`src/hw/rtl/isrc_pkg.sv`:
```
`timescale 1ns / 1ps

package isrc_pkg;

  localparam logic [31:0] SRC_ADDR_RESET = 32'h0101_0101;

  // Byte offsets within the Ethernet frame
  localparam logic [15:0] POS_ETYPE_HI = 16'd12;
  localparam logic [15:0] POS_ETYPE_LO = 16'd13;
  localparam logic [15:0] POS_VER_IHL  = 16'd14;
  localparam logic [15:0] POS_PROTO    = 16'd23;
  localparam logic [15:0] POS_SRC_0    = 16'd26;
  localparam logic [15:0] POS_SRC_3    = 16'd29;
  localparam logic [15:0] POS_MAX      = 16'hFFFF;

  localparam logic [7:0] ETYPE_IPV4_HI = 8'h08;
  localparam logic [7:0] ETYPE_IPV4_LO = 8'h00;
  localparam logic [3:0] IHL_MIN       = 4'd5;
  localparam logic [7:0] ETH_HDR_BYTES = 8'd14;

  localparam logic [7:0] PROTO_TCP = 8'd6;
  localparam logic [7:0] PROTO_UDP = 8'd17;

  localparam logic [7:0] TCP_CSUM_OFS = 8'd16;
  localparam logic [7:0] UDP_CSUM_OFS = 8'd6;
  localparam logic [7:0] TCP_HDR_BYTES = 8'd20;
  localparam logic [7:0] UDP_HDR_BYTES = 8'd8;

  // Patch decision for the byte being accepted
  typedef struct packed {
    logic        hdr_fix;  // rewrite IP checksum and source address
    logic        l4_fix;   // rewrite the L4 checksum (newest two bytes)
    logic [15:0] sum;      // patched checksum value
  } patch_t;

  // Incremental one's-complement update: ~(~hc + ~from + to)
  function automatic logic [15:0] csum_patch(input logic [15:0] hc,
                                             input logic [31:0] from,
                                             input logic [31:0] to);
    logic [18:0] s;
    logic [16:0] f1;
    logic [16:0] f2;
    s = {3'b000, ~hc} + {3'b000, ~from[31:16]} + {3'b000, ~from[15:0]}
      + {3'b000, to[31:16]} + {3'b000, to[15:0]};
    f1 = {1'b0, s[15:0]} + {14'd0, s[18:16]};
    f2 = {1'b0, f1[15:0]} + {16'd0, f1[16]};
    return ~f2[15:0];
  endfunction

endpackage

```
`src/hw/rtl/isrc_if.sv`:
```
`timescale 1ns / 1ps

interface isrc_in_if;
  logic        valid;
  logic        ready;
  logic [7:0]  data_byte;
  logic [15:0] frame_length;
  logic        last_byte;

  modport source (output valid, data_byte, frame_length, last_byte, input ready);
  modport sink (input valid, data_byte, frame_length, last_byte, output ready);
endinterface

interface isrc_out_if;
  logic       valid;
  logic       ready;
  logic [7:0] out_byte;
  logic       out_last;

  modport source (output valid, out_byte, out_last, input ready);
  modport sink (input valid, out_byte, out_last, output ready);
endinterface

```
`src/hw/rtl/isrc_hdr.sv`:
```
`timescale 1ns / 1ps

module isrc_hdr (
  input  logic               clk,
  input  logic               rst,
  input  logic               accept,
  input  logic [7:0]         data_byte,
  input  logic [15:0]        frame_length,
  input  logic               last_byte,
  input  logic [15:0]        ip_csum,
  input  logic [31:0]        new_addr,
  output isrc_pkg::patch_t   patch
);

  logic [15:0] pos;
  logic [3:0]  ihl;
  logic [7:0]  proto;
  logic        rewrite;
  logic [31:0] old_addr;
  logic [7:0]  csum_hold;

  logic        rewrite_now;
  logic [3:0]  ihl_now;
  logic [7:0]  proto_now;
  logic [31:0] old_now;
  logic [7:0]  l4_ofs;
  logic [16:0] hdr_end;
  logic        is_tcp;
  logic        is_udp;
  logic        active;
  logic [7:0]  csum_hi_pos;
  logic [8:0]  csum_lo_pos;
  logic [16:0] l4_end;
  logic        l4_here;
  logic [15:0] hc;
  logic [15:0] nc;

  always_comb begin
    ihl_now   = (pos == isrc_pkg::POS_VER_IHL) ? data_byte[3:0] : ihl;
    proto_now = (pos == isrc_pkg::POS_PROTO) ? data_byte : proto;
    l4_ofs    = isrc_pkg::ETH_HDR_BYTES + {2'b00, ihl_now, 2'b00};
    hdr_end   = {9'd0, l4_ofs};

    case (pos)
      isrc_pkg::POS_ETYPE_HI: rewrite_now = (data_byte == isrc_pkg::ETYPE_IPV4_HI);
      isrc_pkg::POS_ETYPE_LO: rewrite_now = rewrite && (data_byte == isrc_pkg::ETYPE_IPV4_LO);
      isrc_pkg::POS_VER_IHL:  rewrite_now = rewrite && (ihl_now >= isrc_pkg::IHL_MIN)
                                          && ({1'b0, frame_length} >= hdr_end);
      default:                rewrite_now = rewrite;
    endcase

    old_now = ((pos >= isrc_pkg::POS_SRC_0) && (pos <= isrc_pkg::POS_SRC_3))
            ? {old_addr[23:0], data_byte} : old_addr;

    active = rewrite_now && (old_now != new_addr);
    is_tcp = (proto_now == isrc_pkg::PROTO_TCP);
    is_udp = (proto_now == isrc_pkg::PROTO_UDP);

    csum_hi_pos = l4_ofs + (is_udp ? isrc_pkg::UDP_CSUM_OFS : isrc_pkg::TCP_CSUM_OFS);
    csum_lo_pos = {1'b0, csum_hi_pos} + 9'd1;
    l4_end      = hdr_end + {9'd0, is_udp ? isrc_pkg::UDP_HDR_BYTES : isrc_pkg::TCP_HDR_BYTES};
    l4_here     = active && (is_tcp || is_udp) && (pos == {7'd0, csum_lo_pos})
                && (l4_end <= {1'b0, frame_length});

    patch.hdr_fix = active && (pos == isrc_pkg::POS_SRC_3);
    hc = patch.hdr_fix ? ip_csum : {csum_hold, data_byte};
    nc = isrc_pkg::csum_patch(hc, old_now, new_addr);
    // UDP: zero means "no checksum"; never emit zero as a computed value
    patch.l4_fix = l4_here && !(is_udp && (hc == 16'd0));
    patch.sum    = (is_udp && !patch.hdr_fix && (nc == 16'd0)) ? 16'hFFFF : nc;
  end

  always_ff @(posedge clk) begin
    if (rst) begin
      pos       <= 16'd0;
      ihl       <= 4'd0;
      proto     <= 8'd0;
      rewrite   <= 1'b0;
      old_addr  <= 32'd0;
      csum_hold <= 8'd0;
    end else if (accept) begin
      if (last_byte) begin
        pos       <= 16'd0;
        ihl       <= 4'd0;
        proto     <= 8'd0;
        rewrite   <= 1'b0;
        old_addr  <= 32'd0;
        csum_hold <= 8'd0;
      end else begin
        if (pos != isrc_pkg::POS_MAX) begin
          pos <= pos + 16'd1;
        end
        ihl      <= ihl_now;
        proto    <= proto_now;
        rewrite  <= rewrite_now;
        old_addr <= old_now;
        if (active && (is_tcp || is_udp) && (pos == {8'd0, csum_hi_pos})) begin
          csum_hold <= data_byte;
        end
      end
    end
  end

endmodule

```
`src/hw/rtl/ipv4_source_rewrite_checksum.sv`:
```
`timescale 1ns / 1ps

// IPv4 source rewrite: takes an Ethernet frame one byte per cycle on rx and
// sends the same bytes on tx, with the IPv4 source address replaced by the
// value in cfg_wr_data (big-endian) and the IP, TCP and UDP checksums
// patched incrementally. Frames that are not IPv4, have IHL below 5, or whose
// IP header does not fit in frame_length pass unchanged. A byte leaves once
// DELAY_BYTES newer bytes of its frame have arrived (the IP checksum sits
// ahead of the address it depends on) or once its frame has ended, so the
// tail of one frame drains while the next frame streams in. Throughput is
// one byte per cycle in both directions while tx is ready, with no gap
// between frames. With back-to-back input and tx ready, a byte passes
// through the byte queue and the output register to tx; after last_byte
// the held tail drains at one byte per cycle. The byte queue holds
// 2*DELAY_BYTES+2 bytes; rx.ready drops only when tx stalls long enough
// to fill it. Write the address register only while no frame is in flight.
module ipv4_source_rewrite_checksum #(
  parameter int DELAY_BYTES = 6
) (
  input  logic            clk,
  input  logic            rst,
  input  logic            cfg_wr_en,
  input  logic [31:0]     cfg_wr_data,
  isrc_in_if.sink         rx,
  isrc_out_if.source      tx
);

  localparam int QDEPTH = 2 * DELAY_BYTES + 2;
  localparam int CNT_W  = $clog2(QDEPTH + 1);
  localparam int IDX_W  = $clog2(QDEPTH);

  // Replacement source address
  logic [31:0] new_addr;

  // Byte queue, entry 0 holds the newest byte
  logic [7:0]       q      [QDEPTH];
  logic [7:0]       q_next [QDEPTH];
  logic [QDEPTH-1:0] lastq;
  logic [QDEPTH-1:0] lastq_next;
  logic [CNT_W-1:0] count;
  logic [CNT_W-1:0] count_next;
  // Oldest entries that belong to frames already ended
  logic [CNT_W-1:0] done;
  logic [CNT_W-1:0] done_next;

  logic [IDX_W-1:0] head_idx;
  logic             head_ok;
  logic             accept;
  logic             deq;

  // Output register
  logic       ov;
  logic [7:0] ob;
  logic       ol;

  isrc_pkg::patch_t patch;

  always_ff @(posedge clk) begin
    if (rst) begin
      new_addr <= isrc_pkg::SRC_ADDR_RESET;
    end else if (cfg_wr_en) begin
      new_addr <= cfg_wr_data;
    end
  end

  assign rx.ready = (count < CNT_W'(QDEPTH));
  assign accept   = rx.valid && rx.ready;

  // Header tracking and checksum math; the IP checksum sits at ages 4 and 5
  // once the last address byte is shifted in, i.e. entries 4 and 3 now.
  isrc_hdr u_hdr (
    .clk          (clk),
    .rst          (rst),
    .accept       (accept),
    .data_byte    (rx.data_byte),
    .frame_length (rx.frame_length),
    .last_byte    (rx.last_byte),
    .ip_csum      ({q[4], q[3]}),
    .new_addr     (new_addr),
    .patch        (patch)
  );

  // A head byte is final when its frame ended or it can no longer be patched
  assign head_idx = IDX_W'(count - CNT_W'(1));
  assign head_ok  = (count != '0) && ((done != '0) || (count > CNT_W'(DELAY_BYTES)));
  assign deq      = head_ok && (!ov || tx.ready);

  always_comb begin
    q_next     = q;
    lastq_next = lastq;
    if (accept) begin
      for (int k = QDEPTH - 1; k > 0; k--) begin
        q_next[k]     = q[k-1];
        lastq_next[k] = lastq[k-1];
      end
      q_next[0]     = rx.data_byte;
      lastq_next[0] = rx.last_byte;
      // Overwrite IP checksum and source address in place
      if (patch.hdr_fix) begin
        q_next[5] = patch.sum[15:8];
        q_next[4] = patch.sum[7:0];
        q_next[3] = new_addr[31:24];
        q_next[2] = new_addr[23:16];
        q_next[1] = new_addr[15:8];
        q_next[0] = new_addr[7:0];
      end
      // Overwrite the L4 checksum, whose low byte is arriving now
      if (patch.l4_fix) begin
        q_next[1] = patch.sum[15:8];
        q_next[0] = patch.sum[7:0];
      end
    end

    count_next = count + CNT_W'(accept) - CNT_W'(deq);
    if (accept && rx.last_byte) begin
      done_next = count_next;
    end else if (deq && (done != '0)) begin
      done_next = done - CNT_W'(1);
    end else begin
      done_next = done;
    end
  end

  always_ff @(posedge clk) begin
    q     <= q_next;
    lastq <= lastq_next;
    if (rst) begin
      count <= '0;
      done  <= '0;
    end else begin
      count <= count_next;
      done  <= done_next;
    end
  end

  // Output stage: load from the head whenever it is final and the slot frees
  always_ff @(posedge clk) begin
    if (rst) begin
      ov <= 1'b0;
    end else if (deq) begin
      ov <= 1'b1;
    end else if (tx.ready) begin
      ov <= 1'b0;
    end
    if (deq) begin
      ob <= q[head_idx];
      ol <= lastq[head_idx];
    end
  end

  assign tx.valid    = ov;
  assign tx.out_byte = ob;
  assign tx.out_last = ol;

endmodule
```
`src/flat_wrapper.sv`:
```
// flat-port wrapper written by rule: the top's interface ports become plain ports
module ipv4_source_rewrite_checksum_flat 
#(
  parameter int DELAY_BYTES = 6
)
  (clk, rst, cfg_wr_en, cfg_wr_data, rx_valid, rx_data_byte, rx_frame_length, rx_last_byte, rx_ready, tx_valid, tx_out_byte, tx_out_last, tx_ready);
  isrc_in_if rx_i ();
  isrc_out_if tx_i ();
  input  logic clk;
  input  logic rst;
  input  logic cfg_wr_en;
  input  logic [31:0] cfg_wr_data;
  input wire logic [$bits(rx_i.valid)-1:0] rx_valid;
  input wire logic [$bits(rx_i.data_byte)-1:0] rx_data_byte;
  input wire logic [$bits(rx_i.frame_length)-1:0] rx_frame_length;
  input wire logic [$bits(rx_i.last_byte)-1:0] rx_last_byte;
  output wire logic [$bits(rx_i.ready)-1:0] rx_ready;
  output wire logic [$bits(tx_i.valid)-1:0] tx_valid;
  output wire logic [$bits(tx_i.out_byte)-1:0] tx_out_byte;
  output wire logic [$bits(tx_i.out_last)-1:0] tx_out_last;
  input wire logic [$bits(tx_i.ready)-1:0] tx_ready;
  assign rx_i.valid = rx_valid;
  assign rx_i.data_byte = rx_data_byte;
  assign rx_i.frame_length = rx_frame_length;
  assign rx_i.last_byte = rx_last_byte;
  assign rx_ready = rx_i.ready;
  assign tx_valid = tx_i.valid;
  assign tx_out_byte = tx_i.out_byte;
  assign tx_out_last = tx_i.out_last;
  assign tx_i.ready = tx_ready;
  ipv4_source_rewrite_checksum #(.DELAY_BYTES(DELAY_BYTES)) u_core (.clk(clk), .rst(rst), .cfg_wr_en(cfg_wr_en), .cfg_wr_data(cfg_wr_data), .rx(rx_i), .tx(tx_i));
endmodule
```
`config.mk`:
```
export PLATFORM = sky130hd
export DESIGN_NAME = ipv4_source_rewrite_checksum_flat
export DESIGN_NICKNAME = d
export VERILOG_FILES = /design/src/hw/rtl/isrc_pkg.sv /design/src/hw/rtl/isrc_if.sv /design/src/hw/rtl/isrc_hdr.sv /design/src/hw/rtl/ipv4_source_rewrite_checksum.sv /design/src/flat_wrapper.sv
export SDC_FILE = /design/constraint.sdc
export NUM_CORES = 1
export LEC_CHECK = 0
export BUFFER_PORTS_ARGS = -buffer_cell sky130_fd_sc_hd__buf_2
export CAP_MARGIN = 40
export CORE_MARGIN = 2
export CORE_UTILIZATION = 47
export CTS_BUF_LIST = sky130_fd_sc_hd__clkbuf_8
export DETAILED_ROUTE_END_ITERATION = 10
export GPL_ROUTABILITY_DRIVEN = 0
export GPL_TIMING_DRIVEN = 0
export SLEW_MARGIN = 20
export SYNTH_ARGS = -nofsm -noshare
export SYNTH_HDL_FRONTEND = slang
export SYNTH_SLANG_ARGS = --single-unit
```
`constraint.sdc`:
```
create_clock -name clk -period 16.7 [get_ports clk]
set_clock_uncertainty 0.1 [all_clocks]
set_input_delay 1.67 -clock clk [delete_from_list [all_inputs] [get_ports clk]]
set_output_delay 1.67 -clock clk [all_outputs]
set_load 0.05 [all_outputs]
```
==> summary.txt, run 1 <==
run status: completed
pin slew with the least headroom to its limit: 862.9 ps
maxcap violations: 0
drt first pass iters: 6
Final Critical Period: 14490 ps
number of synthesized register bits: 245
area share of the leading cell type in the synthesized netlist: 0.2567
row count: 67
total setup violations reported at the end of the flow: 0
Worst Hold Margin: 333.2 ps
Flop pwr share: 0.354
maximum level of the CTS H-tree: 2
relative area change from synthesis to final layout: 11.80%
count of buffers from port buffering: 69
number of synthesis warnings: 0
capturing element type of the critical path: flip-flop
Relative slew margins: 0.4199
worst slack at placement: 1942 ps
net switching power of the design: 0.0008116 W
fin. max-slew vios: 0
residual antenna-violating net count after detailed routing: 0
startpoint type of the worst setup path: primary input
synth top area cells: sky130_fd_sc_hd__edfxtp_1 (26%), sky130_fd_sc_hd__dfxtp_1 (14%), sky130_fd_sc_hd__fa_1 (6.3%), sky130_fd_sc_hd__ha_1 (4.5%), sky130_fd_sc_hd__mux4_2 (3.9%)
share of synthesized flip-flops with an asynchronous set or reset: 0
Critical-path top delay cell: sky130_fd_sc_hd__clkbuf_1
worst vdd ir: 0.00009034 V
largest area contributor in the synthesized netlist: sky130_fd_sc_hd__edfxtp_1
vias per cell: 5.894
area used by multi-input combinational logic: 8673 sq um
type of the tightest min-delay check: flip-flop to flip-flop
Ports: 73
number of CTS-inserted buffers: 43
GRT Util Overall: 0.2685
Comb pwr share: 0.391
critical path type: primary input to flip-flop
total overflow reported by the global router: 0
Total Routed Length: 46250 microns
Power Internal: 0.001314 W
sw frac: 0.3819
period utilization: 0.8674
internal reg-to-reg setup slack: 2340 ps
Seq/Total Area, Yosys: 0.3962
min setup slack post-route: 2214 ps
nets: 1846
peak per-stage delay on the critical path: 590 ps
power density over cell area: 120.4 nW/um^2
first-iteration detailed-routing DRC count: 1380
library cell used as clock root buffer: sky130_fd_sc_hd__clkbuf_8
placed wire-length estimate after detailed placement: 35080 microns
Clock power frac: 0.255
FF/Latch Area: 6256 sq um
clock input transition at the sequential cells of the worst setup and hold paths: 60 ps
number of antenna violations at the first check in global routing: 1
Net Count, Synth: 1723
Highest Clock Rate: 0.06903 GHz
initial cell density of the core: 0.4745
number of fill cells in the layout: 3104
Post-synth EDFFs: 135
average size of a mapped cell: 10.16 sq um
vias in the first global route: 12590
CTS tree: yes
Total Negative Setup Slacks: 0 ps
final hold viol count: 0
clock net sink count: 245
setup repair after global routing missed its margin: no
hold-fix buffer count after cts: 0
Critical Path Fanout Max: 10
routed length per instance: 21.43 microns
Netlist Area Pre-Place: 15790 sq um
share of final-layout standard cells stronger than drive strength 1: 0.1556
global-route wire length before repair: 72890 microns
maximum clock path buffer count: 3
Chip Height: 187.3 microns
synthesized instance count: 1554
later-pin clock latency in the skew report: 580 ps
data required time at the worst endpoint: 17050 ps
count of different cell masters after synthesis: 92
buffers inserted by post-CTS timing repair: 0
Leak: 7.097 nW
die outline area: 35080 sq um
Worst EP arrival: 14840 ps
routed via count: 12720
top_reg_cell synth: sky130_fd_sc_hd__edfxtp_1
placeable core region: 33280 sq um
commonest non-fill, non-tap cells in the layout: sky130_fd_sc_hd__inv_1 (153), sky130_fd_sc_hd__nor2_1 (139), sky130_fd_sc_hd__edfxtp_1 (135)
number of gates resized after cts: 0
Remaining DRCs: 0
horizontal die dimension: 187.3 microns
most common cell after layout, fill and taps aside: sky130_fd_sc_hd__inv_1
pin count of the biggest net entering global routing: 71
==> registers in the layout (all words and copies together), names as in the netlist, 4 cells and up <==
register	count
u_core.done	4
u_core.lastq	14
u_core.count	4
u_core.new_addr	32
u_core.u_hdr.csum_hold	8
u_core.u_hdr.ihl	4
u_core.u_hdr.pos	16
u_core.u_hdr.proto	8
u_core.tx.out_byte	8
u_core.u_hdr.old_addr	32
u_core.q	112
==> power groups by stage <==
stage / Clock (W) / Combinational (W) / Sequential [W]
3_5_place_dp: 0 / 0.000820 / 0.000763
2_1_floorplan: 0 / 0.000548 / 0.000793
5_1_grt: 0.000582 / 0.000912 / 0.000757
3_3_place_gp: 0 / 0.000802 / 0.000765
6_report: 0.000542 / 0.000831 / 0.000751
4_1_cts: 0.000553 / 0.000825 / 0.000751
==> layer usage <==
| metal | share of wire | GRT usage |
|---|---|---|
| met1 | 0.43 | 0.3664 |
| met2 | 0.45 | 0.4222 |
| met3 | 0.075 | 0.05235 |
| met4 | 0.036 | 0.1050 |
| met5 | 0 | 0 |
==> area by class of cell <==
| class | instances | area share |
|---|---|---|
| flip-flops and latches | 245 | 0.3544 |
| plain buffers | 83 | 0.02006 |
| well taps | 448 | 0.03175 |
| repair buffers | 78 | 0.02530 |
| diodes | 1 | 0.0001417 |
| clock buffers | 50 | 0.03898 |
| clock inverters | 27 | 0.008717 |
| multi-input cells | 1089 | 0.4913 |
| inverters | 137 | 0.02941 |
==> worst max-delay path, delay by kind of cell <==
family / cells / cell delay, ps
AOI/OAI and AO/OA: 16 / 3630
adders and majority gates: 10 / 3710
xor gates and xnor gates: 2 / 400
buffers and inverters: 9 / 2200
and+or+nand+nor: 13 / 2460
muxes: 2 / 750
==> cells in the mapped netlist, types with 4 or more instances <==
cell,number
sky130_fd_sc_hd__a2111o_1,5
sky130_fd_sc_hd__a211o_1,4
sky130_fd_sc_hd__a211oi_1,12
sky130_fd_sc_hd__a21o_1,18
sky130_fd_sc_hd__a21oi_1,53
sky130_fd_sc_hd__a22oi_1,50
sky130_fd_sc_hd__a31oi_1,14
sky130_fd_sc_hd__and2_1,4
sky130_fd_sc_hd__and3_1,12
sky130_fd_sc_hd__and4_1,10
sky130_fd_sc_hd__buf_1,5
sky130_fd_sc_hd__buf_2,19
sky130_fd_sc_hd__clkbuf_1,56
sky130_fd_sc_hd__dfxtp_1,110
sky130_fd_sc_hd__edfxtp_1,135
sky130_fd_sc_hd__fa_1,50
sky130_fd_sc_hd__ha_1,57
sky130_fd_sc_hd__inv_1,136
sky130_fd_sc_hd__mux2_2,53
sky130_fd_sc_hd__mux2i_1,60
sky130_fd_sc_hd__mux4_2,27
sky130_fd_sc_hd__nand2_1,125
sky130_fd_sc_hd__nand2b_1,8
sky130_fd_sc_hd__nand3_1,25
sky130_fd_sc_hd__nand3b_1,4
sky130_fd_sc_hd__nand4_1,18
sky130_fd_sc_hd__nor2_1,139
sky130_fd_sc_hd__nor2b_1,15
sky130_fd_sc_hd__nor3_1,27
sky130_fd_sc_hd__nor3b_1,5
sky130_fd_sc_hd__nor4_1,22
sky130_fd_sc_hd__nor4b_1,4
sky130_fd_sc_hd__o2111ai_1,4
sky130_fd_sc_hd__o211ai_1,12
sky130_fd_sc_hd__o21a_1,8
sky130_fd_sc_hd__o21ai_0,48
sky130_fd_sc_hd__o21ai_1,4
sky130_fd_sc_hd__o21bai_1,6
sky130_fd_sc_hd__o221ai_1,5
sky130_fd_sc_hd__o22ai_1,6
sky130_fd_sc_hd__or2_2,4
sky130_fd_sc_hd__or3_1,7
sky130_fd_sc_hd__or4_1,6
sky130_fd_sc_hd__xnor2_1,52
sky130_fd_sc_hd__xor2_1,40
==> metrics by stage <==
step / cell area, sq um / util / cells / power [W]
after global placement: 16700 / 0.5017 / 2071 / 0.001567
after global routing: 17650 / 0.5304 / 2157 / 0.002250
after floorplan: 15790 / - / 1554 / 0.001341
after CTS: 17610 / 0.5292 / 2153 / 0.002129
after detailed placement: 16770 / 0.5039 / 2076 / 0.001584
final: 17650 / 0.5305 / 2158 / 0.002125
==> final timing paths <==
kind | end | depth (start not counted) | start
setup / recovery | u_core.q[108] | 52 | rx_data_byte[0]
hold / removal | u_core.q[31] | 0 | u_core.q[39]
setup reg to reg | u_core.q[108] | 54 | u_core.u_hdr.pos[10]
hold reg to reg | u_core.q[31] | 0 | u_core.q[39]
==> logic make-up (layout without fill, tap and decap cells) <==
| group | Yosys count | count (layout) | share of synthesized area |
|---|---|---|---|
| compound gates | 290 | 290 | 0.1276 |
| other cells | 1 | 2 | 0.0002375 |
| mux | 140 | 140 | 0.1143 |
| flops | 245 | 245 | 0.3962 |
| simple gates | 455 | 455 | 0.1433 |
| xor+xnor | 94 | 94 | 0.05348 |
| fa+ha+maj | 109 | 109 | 0.1098 |
| buf+inv | 220 | 375 | 0.05499 |
No activity file was read; power rests on OpenSTA's default activity.
==> run 2, diff against run 1 <==
--- a/config.mk
+++ b/config.mk
@@ -16,4 +16,5 @@
 export SLEW_MARGIN = 20
 export SYNTH_ARGS = -nofsm -noshare
 export SYNTH_HDL_FRONTEND = slang
+export SYNTH_HIERARCHICAL = 1
 export SYNTH_SLANG_ARGS = --single-unit
==> summary.txt, run 2 <==
run status: completed
critical path type: primary input to flip-flop
Final Critical Period: 13330 ps
Ports: 73
hold-critical path endpoint: u_core/lastq[4]
total placed cells including tap cells: 2008
capturing element type of the critical path: flip-flop
Leak: 6.977 nW
net switching power of the design: 0.0009515 W
later-pin clock latency in the skew report: 590 ps
commonest non-fill, non-tap cells in the layout: sky130_fd_sc_hd__inv_1 (150), sky130_fd_sc_hd__nand2_1 (147), sky130_fd_sc_hd__edfxtp_1 (135)
share of synthesized flip-flops with an asynchronous set or reset: 0
Total Routed Length: 45870 microns
power density over cell area: 133.3 nW/um^2
fin. max-slew vios: 0
share of final-layout standard cells stronger than drive strength 1: 0.1510
Post-synth EDFFs: 135
maxcap violations: 0
number of gates resized after cts: 0
pin slew with the least headroom to its limit: 792.8 ps
largest area contributor in the synthesized netlist: sky130_fd_sc_hd__edfxtp_1
Clock power frac: 0.222
die outline area: 34730 sq um
Relative slew margins: 0.4714
relative area change from synthesis to final layout: 11.38%
placed wire-length estimate after detailed placement: 35550 microns
number of antenna violations at the first check in global routing: 0
startpoint type of the worst setup path: primary input
type of the tightest min-delay check: flip-flop to flip-flop
simple-gate area share of the yosys netlist: 0.1438
total overflow reported by the global router: 0
sw frac: 0.4100
registers with the most flip-flops: u_core/q x112, u_core/new_addr x32, u_core/u_hdr/old_addr x32
synth top area cells: sky130_fd_sc_hd__edfxtp_1 (26%), sky130_fd_sc_hd__dfxtp_1 (14%), sky130_fd_sc_hd__fa_1 (6.4%), sky130_fd_sc_hd__mux2i_1 (5.3%), sky130_fd_sc_hd__ha_1 (4.6%)
final cell count without fillers: 2084
most common cell after layout, fill and taps aside: sky130_fd_sc_hd__inv_1
Remaining DRCs: 0
launching point of the worst reg2reg path: u_core/u_hdr/pos[0]
Flop pwr share: 0.321
average size of a mapped cell: 10.48 sq um
drt first pass iters: 6
routed via count: 12050
first-iteration detailed-routing DRC count: 1084
clock net sink count: 245
most common library cells after synthesis: sky130_fd_sc_hd__nand2_1 (147), sky130_fd_sc_hd__edfxtp_1 (135), sky130_fd_sc_hd__inv_1 (131), sky130_fd_sc_hd__nor2_1 (121), sky130_fd_sc_hd__dfxtp_1 (110)
number of CTS-inserted buffers: 43
nets: 1780
Chip Height: 186.4 microns
period utilization: 0.7981
final hold viol count: 0
count of different cell masters after synthesis: 93
number of synthesis warnings: 6
Power Internal: 0.001369 W
CTS tree: yes
worst vdd ir: 0.00006900 V
Total Negative Setup Slacks: 0 ps
peak per-stage delay on the critical path: 530 ps
routed length per instance: 22.01 microns
hold-fix buffer count after cts: 0
count of buffers from port buffering: 71
maximum level of the CTS H-tree: 2
vias in the first global route: 12180
Antenna diodes: 0
horizontal die dimension: 186.4 microns
Critical Path Fanout Max: 12
reg2reg path depth: 56
residual antenna-violating net count after detailed routing: 0
global-route wire length before repair: 71640 microns
internal reg-to-reg setup slack: 3670 ps
maximum clock path buffer count: 3
top_reg_cell synth: sky130_fd_sc_hd__edfxtp_1
number of synthesized register bits: 245
min-delay src: u_core/lastq[3]
Net Count, Synth: 1661
setup repair after global routing missed its margin: no
GRT Util Overall: 0.2656
Comb pwr share: 0.456
Worst EP arrival: 13660 ps
adder and majority gate portion of the synthesized area: 0.1103
number of instances on the worst hold path: 0
total setup violations reported at the end of the flow: 0
Netlist Area Pre-Place: 15630 sq um
vias per cell: 5.783
initial cell density of the core: 0.4792
area share of the leading cell type in the synthesized netlist: 0.2594
pin count of the biggest net entering global routing: 77
clock input transition at the sequential cells of the worst setup and hold paths: 60 ps
terminus of the critical flop-to-flop path: u_core/q[98]
main combinational cell family by area after synthesis: simple AND/OR/NAND/NOR gates
dominant cell by count in the synthesized netlist: sky130_fd_sc_hd__nand2_1
register name with the most flops: u_core/q
Highest Clock Rate: 0.07503 GHz
Seq/Total Area, Yosys: 0.4003
xor and xnor area share after synthesis: 0.05443
Critical-path top delay cell: sky130_fd_sc_hd__fa_1
mux contribution to synthesized area: 0.1223
synthesized instance count: 1492
flip-flop count of the largest register after layout: 112
row count: 66
buffers inserted by post-CTS timing repair: 0
Synth Area in Compound Gates: 0.1150
library cell used as clock root buffer: sky130_fd_sc_hd__clkbuf_8
data required time at the worst endpoint: 17030 ps
placeable core region: 32620 sq um
[run 2: cell types whose count changed after synthesis, moves of 12 or more]
cell,delta
sky130_fd_sc_hd__a21oi_1,-13
sky130_fd_sc_hd__clkbuf_1,-18
sky130_fd_sc_hd__mux2_2,-13
sky130_fd_sc_hd__mux2i_1,+23
sky130_fd_sc_hd__nand2_1,+22
sky130_fd_sc_hd__nor2_1,-18
sky130_fd_sc_hd__o21ai_0,-12
sky130_fd_sc_hd__xnor2_1,-15
sky130_fd_sc_hd__xor2_1,+12
[run 2: final cells by class]
type | instances | area (sq um)
clock buffers | 48 | 660.6
fillers | 2962 | 15210
plain buffers | 65 | 331.6
repair buffers | 74 | 399.1
inverters | 135 | 514.2
multi-input cells | 1047 | 8547
flip-flops and latches | 245 | 6256
clock inverters | 28 | 147.6
well taps | 442 | 553.0
[run 2: layer usage]
layer,GRT usage,share of wire,vias up
met3,0.04382,0.062,127
li1,-,-,5611
met1,0.3391,0.41,5873
met5,0,0,-
met2,0.4498,0.49,441
met4,0.1080,0.040,0
[run 2: how the worst max path moves through the flow]
stage                     from            to  depth (start not counted)
3_3_place_gp   rx_data_byte[0]  u_core/q[98]                         55
2_1_floorplan  rx_data_byte[0]  u_core/q[66]                         53
3_5_place_dp   rx_data_byte[0]  u_core/q[98]                         55
5_1_grt        rx_data_byte[0]  u_core/q[99]                         55
4_1_cts        rx_data_byte[0]  u_core/q[99]                         55
6_report       rx_data_byte[0]  u_core/q[98]                         55
[run 2: cell families (layout without fill, tap and decap cells)]
group | after synthesis | count (layout)
buf+inv | 200 | 350
xor+xnor | 93 | 93
simple gates | 448 | 448
flops | 245 | 245
fa+ha+maj | 108 | 108
compound gates | 247 | 247
mux | 150 | 150
other cells | 1 | 1
[run 2: power by group through the flow]
| stage | Combinational (W) | Sequential, W | Clock, W |
|---|---|---|---|
| 2_1_floorplan | 0.000723 | 0.000787 | 0 |
| 3_3_place_gp | 0.00104 | 0.000758 | 0 |
| 3_5_place_dp | 0.00105 | 0.000757 | 0 |
| 4_1_cts | 0.00106 | 0.000745 | 0.000529 |
| 5_1_grt | 0.00116 | 0.000751 | 0.000555 |
| 6_report | 0.00106 | 0.000746 | 0.000516 |
[run 2: through the flow]
step           power [W]  utilization  instance area, sq um  setup WS [ps]  hold WS [ps]
2_1_floorplan   0.001509            -                 15630           5049         317.2
3_3_place_gp    0.001798       0.5070                 16540           3013         321.6
3_5_place_dp    0.001809       0.5089                 16600           2915         332.1
4_1_cts         0.002333       0.5337                 17410           3493         341.2
5_1_grt         0.002464       0.5337                 17410           2501         350.9
6_report        0.002321       0.5337                 17410           3372         338.8
[run 2: worst max-delay path, delay by kind of cell]
family                     cells  cell delay [ps]
and+or+nand+nor               20             3560
AOI/OAI and AO/OA             13             2670
muxes                          1              180
xor gates and xnor gates       1              160
buffers and inverters         10             1640
adders and majority gates     10             3760
